[src/hw/rtl/buddy_frame_allocator_macros.svh]
// ----------------------------------------------------------------------------
// Buddy frame allocator assertion macros
// Shared concurrent assertion forms used by the allocator controller.
// ----------------------------------------------------------------------------
`ifndef BUDDY_FRAME_ALLOCATOR_MACROS_SVH
`define BUDDY_FRAME_ALLOCATOR_MACROS_SVH

// Same-cycle implication, disabled while reset is asserted.
`define BFA_ASSERT_IMP(lbl, clk, rstn, ante, cons, msg) \
  lbl: assert property (@(posedge clk) disable iff (!rstn) (ante) |-> (cons)) else $error(msg);

// Next-cycle implication, disabled while reset is asserted.
`define BFA_ASSERT_NXT(lbl, clk, rstn, ante, cons, msg) \
  lbl: assert property (@(posedge clk) disable iff (!rstn) (ante) |=> (cons)) else $error(msg);

`endif

[src/hw/rtl/bfa_pkg.sv]
// ----------------------------------------------------------------------------
// Buddy frame allocator package
// Shared widths, register indexes, controller states, datapath operations
// and the status bundle passed from datapath to controller.
// ----------------------------------------------------------------------------
`default_nettype none

package bfa_pkg;

  localparam int FRAME_W = 20;
  localparam int CFG_W   = 21;
  localparam int CNT_W   = 17;
  localparam int ORD_W   = 4;

  localparam logic [CNT_W-1:0] CNT_MAX = '1;

  localparam logic REG_BASE = 1'b0;
  localparam logic REG_TOP  = 1'b1;

  localparam logic CMD_ALLOC = 1'b0;
  localparam logic CMD_FREE  = 1'b1;

  typedef enum logic [4:0] {
    S_CLR,
    S_IDLE,
    S_DISP,
    S_SCAN,
    S_POP,
    S_SPLIT,
    S_ADONE,
    S_FDEC,
    S_MBUD,
    S_MBUDD,
    S_WALK,
    S_WALKW,
    S_UNLINK,
    S_PUSH,
    S_FAIL
  } state_t;

  typedef enum logic [4:0] {
    OP_NONE,
    OP_CLR,
    OP_LOAD,
    OP_SCAN,
    OP_POPRD,
    OP_POP,
    OP_SPLIT,
    OP_ALLOC_DONE,
    OP_FAIL,
    OP_MRD_FRAME,
    OP_MRD_BUD,
    OP_WSTART,
    OP_WSTEP,
    OP_WLOAD,
    OP_URD,
    OP_UNLINK,
    OP_PUSH
  } op_t;

  typedef struct packed {
    logic clr_last;
    logic bad_order;
    logic is_free;
    logic o_over;
    logic cnt_zero;
    logic o_gt_order;
    logic o_top;
    logic frame_ok;
    logic bud_ok;
    logic mark_set;
    logic walk_end;
    logic cur_is_bud;
    logic out_busy;
  } status_t;

endpackage

`default_nettype wire

[src/hw/rtl/bfa_ctrl.sv]
// ----------------------------------------------------------------------------
// Buddy frame allocator controller
// Sequences the mark clearing pass, allocation scan and split, and the free
// check, buddy walk, unlink and push, one datapath operation per cycle.
// ----------------------------------------------------------------------------
`default_nettype none

`include "buddy_frame_allocator_macros.svh"

module bfa_ctrl
  import bfa_pkg::*;
(
  input  wire logic    clk,
  input  wire logic    rst_n,
  input  wire logic    in_valid,
  output logic         in_stall,
  input  wire status_t st,
  output op_t          op
);

  state_t state_r, state_nxt;

  always_ff @(posedge clk) begin
    if (!rst_n) begin
      state_r <= S_CLR;
    end else begin
      state_r <= state_nxt;
    end
  end

  always_comb begin
    state_nxt = state_r;
    op        = OP_NONE;
    in_stall  = (state_r != S_IDLE);
    unique case (state_r)
      S_CLR: begin
        op = OP_CLR;
        if (st.clr_last) begin
          state_nxt = S_IDLE;
        end
      end
      S_IDLE: begin
        if (in_valid) begin
          op        = OP_LOAD;
          state_nxt = S_DISP;
        end
      end
      S_DISP: begin
        if (st.bad_order) begin
          state_nxt = S_FAIL;
        end else if (!st.is_free) begin
          state_nxt = S_SCAN;
        end else begin
          op        = OP_MRD_FRAME;
          state_nxt = S_FDEC;
        end
      end
      S_SCAN: begin
        if (st.o_over) begin
          state_nxt = S_FAIL;
        end else if (st.cnt_zero) begin
          op = OP_SCAN;
        end else begin
          op        = OP_POPRD;
          state_nxt = S_POP;
        end
      end
      S_POP: begin
        op        = OP_POP;
        state_nxt = S_SPLIT;
      end
      S_SPLIT: begin
        if (st.o_gt_order) begin
          op = OP_SPLIT;
        end else begin
          state_nxt = S_ADONE;
        end
      end
      S_ADONE: begin
        if (!st.out_busy) begin
          op        = OP_ALLOC_DONE;
          state_nxt = S_IDLE;
        end
      end
      S_FDEC: begin
        if (!st.frame_ok || st.mark_set) begin
          state_nxt = S_FAIL;
        end else begin
          state_nxt = S_MBUD;
        end
      end
      S_MBUD: begin
        if (st.o_top || !st.bud_ok) begin
          state_nxt = S_PUSH;
        end else begin
          op        = OP_MRD_BUD;
          state_nxt = S_MBUDD;
        end
      end
      S_MBUDD: begin
        if (!st.mark_set) begin
          state_nxt = S_PUSH;
        end else begin
          op        = OP_WSTART;
          state_nxt = S_WALK;
        end
      end
      S_WALK: begin
        if (st.walk_end) begin
          state_nxt = S_PUSH;
        end else if (st.cur_is_bud) begin
          op        = OP_URD;
          state_nxt = S_UNLINK;
        end else begin
          op        = OP_WSTEP;
          state_nxt = S_WALKW;
        end
      end
      S_WALKW: begin
        op        = OP_WLOAD;
        state_nxt = S_WALK;
      end
      S_UNLINK: begin
        op        = OP_UNLINK;
        state_nxt = S_MBUD;
      end
      S_PUSH: begin
        if (!st.out_busy) begin
          op        = OP_PUSH;
          state_nxt = S_IDLE;
        end
      end
      S_FAIL: begin
        if (!st.out_busy) begin
          op        = OP_FAIL;
          state_nxt = S_IDLE;
        end
      end
      default: begin
        state_nxt = S_IDLE;
      end
    endcase
  end

  `BFA_ASSERT_NXT(a_accept_dispatch, clk, rst_n, in_valid && !in_stall, state_r == S_DISP, "accepted transaction did not dispatch")
  `BFA_ASSERT_IMP(a_unlink_found, clk, rst_n, state_r == S_UNLINK, st.cur_is_bud && !st.walk_end, "unlink without a found buddy")
  `BFA_ASSERT_IMP(a_result_room, clk, rst_n, op == OP_FAIL || op == OP_PUSH || op == OP_ALLOC_DONE, !st.out_busy, "result loaded over a waiting transaction")

endmodule

`default_nettype wire
[config.mk]
export PLATFORM = sky130hd
export DESIGN_NAME = bfa_ctrl
export DESIGN_NICKNAME = d
export VERILOG_FILES = /design/src/hw/rtl/bfa_pkg.sv /design/src/hw/rtl/bfa_ctrl.sv
export VERILOG_INCLUDE_DIRS = /design/src /design/src/hw/rtl
export SDC_FILE = /design/constraint.sdc
export NUM_CORES = 1
export LEC_CHECK = 0
export CORE_MARGIN = 3
export CORE_UTILIZATION = 52
export CTS_CLUSTER_DIAMETER = 150
export DETAILED_ROUTE_END_ITERATION = 7
export DONT_BUFFER_PORTS = 1
export PLACE_DENSITY = 0.66
export SLEW_MARGIN = 15
export SYNTH_ARGS = -nofsm -noshare
export SYNTH_HDL_FRONTEND = slang
export SYNTH_SLANG_ARGS = --single-unit
[constraint.sdc]
create_clock -name clk -period 2 [get_ports clk]
set_input_delay 0.5 -clock clk [delete_from_list [all_inputs] [get_ports clk]]
set_output_delay 0.5 -clock clk [all_outputs]
set_load 0.02 [all_outputs]
==> impl_results.md <==
- Drt first-iter violations: 32
- Syn. warnings: 0
- Critical Path Slowest Stage Cell: dfxtp_4
- Crit start category: flop
- Worst skew pair latency: 0.23 ns
- GRT Overall Usage: 22.9%
- Syn_nets: 120
- Worst VDD drop: approximately 0.00034 V
- Syn-to-layout area delta: 25.5%
- Hold Crit Class: input port to flop
- Final period util: a little over nine tenths
- Drt pass-1 iters: 4
- Starting Density: between 60 and 70%
- Final net count: 131
- I/O pin total: 22
- Maxcap violations: 0
- Final Setup Violations: 0
- Ant diodes: 0
- Largest net degree at the start of global routing: 15
- CTS tree: yes
- Final ANT Viol Nets: 0
- Final hold vios: 0
- RSZ-0062 raised after global routing: true
- CP Class: flop to primary output
- First-pass GRT wire length: 3270 µm
- Largest register FFs: 4
- Crit path cell chain: buf_4 > nor2b_2 > nand2b_1 > a21oi_1 > o31ai_2 > buf_4
- Port buffer count: 0
- Post-synthesis sequential area ratio: 10.9%
- Worst clock skew: 0.00223 ns
- Die Wd: 43.6 µm
- Setup crit end kind: primary output
- Worst-margin pin slew: 0.388 ns
- Die ar.: 1900 µm²
- Critical path arrival: 1.47 ns
- Clk sinks: 4
- Synth Register Bits: 4
- Crit Path Max Fanout: 10
- Root Driver: clkbuf_4
- Commonest non-fill, non-tap cell in the layout: buf_4
- Share of layout cells above drive strength 1: 36.3%
- Power Density: 397 nW/µm²
- Tmin final: 1.97 ns
- Via count: 850
- Site row count: 12
- Final wirelength: 2250 µm
- Fin. max-slew vios: 0
- H-Tree Level Count: 1
- Top reg by flops: state_r
- Vias in the first global route: between 700 and 800
- Mapped cell area: 736 µm²
- Worst Path Required: around 1.5 ns
- Leakage: 0.000324 µW
- CP max stage delay: 0.41 ns
- Initial antenna violation count: 0
- Syn avg cell area: 7.07 µm²
- Cell repeated most along the worst path: buf_4
- Die Span Y: 43.6 µm
- RePlAce Congestion: 0.857
- Most frequent cells in the layout: 15 x buf_4, 8 x nor2_1, 7 x nand2b_1, 7 x nand2_1, 6 x a21oi_1
- Hold buffers post-CTS: 0
- DR WL/cell: 17.7 µm
- Cell variety after synth: between 40 and 50
- Post-detail-place hpwl: between 1500 and 2000 µm
- Status: finished clean
- Fmax: 0.508 GHz
- Grt total ovfl: 0
- Syn Inst Count: 104
- Core Area: 1220 µm²
- Worst-path clk slew: approximately 0.040 ns
- Via density: 6.69
- Num CTS Buffers: 3
- Worst hold slack: 0.397 ns
- Longest Clk Path Bufs: 2
- Slew HR: 73.5%
- Biggest regs: state_r: 4 flops
- Total Power: about 370 µW
- DR DRC count: 0
## through the flow
step | utilization [%] | cells | setup slack (ns) | cell area (µm²) | setup TNS [ns]
5_1_grt | 75.9 | 127 | -0.0499 | 923 | -0.106
6_report | 75.9 | 127 | 0.0324 | 923 | 0
3_5_place_dp | 67.3 | 122 | 0.144 | 818 | 0
2_1_floorplan | - | 104 | 0.0649 | 748 | 0
4_1_cts | 70.0 | 125 | 0.0184 | 851 | 0
3_3_place_gp | 67.3 | 122 | 0.162 | 818 | 0
## metal layers
layer,wire length [µm],GRT usage (%)
met2,1050,34.6
met5,0,0
met3,140,4.98
met4,60,11.4
met1,1000,30.3
## path summary, 6_finish.rpt
kind	from	end	slack, ns	cells past startpoint
max	state_r[0]	op[3]	0.03	6
max reg2reg	state_r[3]	state_r[0]	0.26	5
min	rst_n	state_r[0]	0.40	1
min reg2reg	state_r[3]	state_r[3]	0.61	2
## worst max-delay path: cells and delay by family (launching register included)
kind                   cells  cell delay (ns)
AOI/OAI and AO/OA          2             0.30
DFF                        1             0.41
and+or+nand+nor            2             0.14
buffers and inverters      2             0.37
## synthesized netlist by cell type
master / count / area, µm²
nand2b_1: 8 / 50.1
nor2_1: 8 / 30.0
a21oi_1: 7 / 35.0
nand2_1: 7 / 26.3
buf_2: 6 / 30.0
inv_1: 5 / 18.8
nor2b_1: 5 / 31.3
nor3_1: 5 / 25.0
dfxtp_1: 4 / 80.1
a211oi_1: 3 / 22.5
buf_1: 3 / 11.3
o21ai_0: 3 / 15.0
a32oi_1: 2 / 17.5
and2_1: 2 / 12.5
nand3_1: 2 / 10.0
nand3b_1: 2 / 15.0
nor3b_1: 2 / 15.0
o22ai_1: 2 / 12.5
o2bb2ai_1: 2 / 17.5
or3_1: 2 / 12.5
a2111oi_0: 1 / 8.76
a211o_1: 1 / 8.76
a21o_1: 1 / 7.51
a221o_1: 1 / 10.0
a221oi_2: 1 / 15.0
a22oi_1: 1 / 7.51
a31oi_1: 1 / 6.26
a32o_2: 1 / 11.3
and3_1: 1 / 6.26
and4b_1: 1 / 10.0
buf_6: 1 / 11.3
mux2_1: 1 / 11.3
mux2_2: 1 / 11.3
mux2_4: 1 / 15.0
mux2i_1: 1 / 10.0
o211ai_2: 1 / 12.5
o221a_1: 1 / 11.3
o22a_1: 1 / 8.76
o311ai_1: 1 / 8.76
o31ai_1: 1 / 7.51
o32a_1: 1 / 10.0
o32ai_2: 1 / 16.3
or4b_4: 1 / 13.8
xor2_1: 1 / 8.76
## kinds of logic after synthesis
logic type             Yosys count  share of synthesized area (%)
AND/OR/NAND/NOR                 46                           35.0
AO/OA/AOI/OAI                   34                           36.7
buffers and inverters           15                           9.69
multiplexers                     4                           6.46
flip-flops                       4                           10.9
XOR/XNOR                         1                           1.19
## power breakdown
group | internal [µW] | switching, µW
Combinational | 80.9 | 89.7
Sequential | 84.9 | 14.0
Clock | 66.9 | 29.8
## repair_timing
item / CTS / global route
setup endpoints to repair: 4 / 4
pin swaps: 0 / 3
setup buffers: 0 / 2
resized for setup: 5 / 13
## layout make-up
| cell class | count | area, µm² |
|---|---|---|
| flip-flops and latches | 4 | 90.1 |
| fillers | 97 | 293 |
| clock buffers | 3 | 22.5 |
| inverters | 5 | 18.8 |
| repair buffers | 16 | 128 |
| well taps | 14 | 17.5 |
| multi-input cells | 85 | 647 |
No activity file was read; power rests on OpenSTA's default activity.
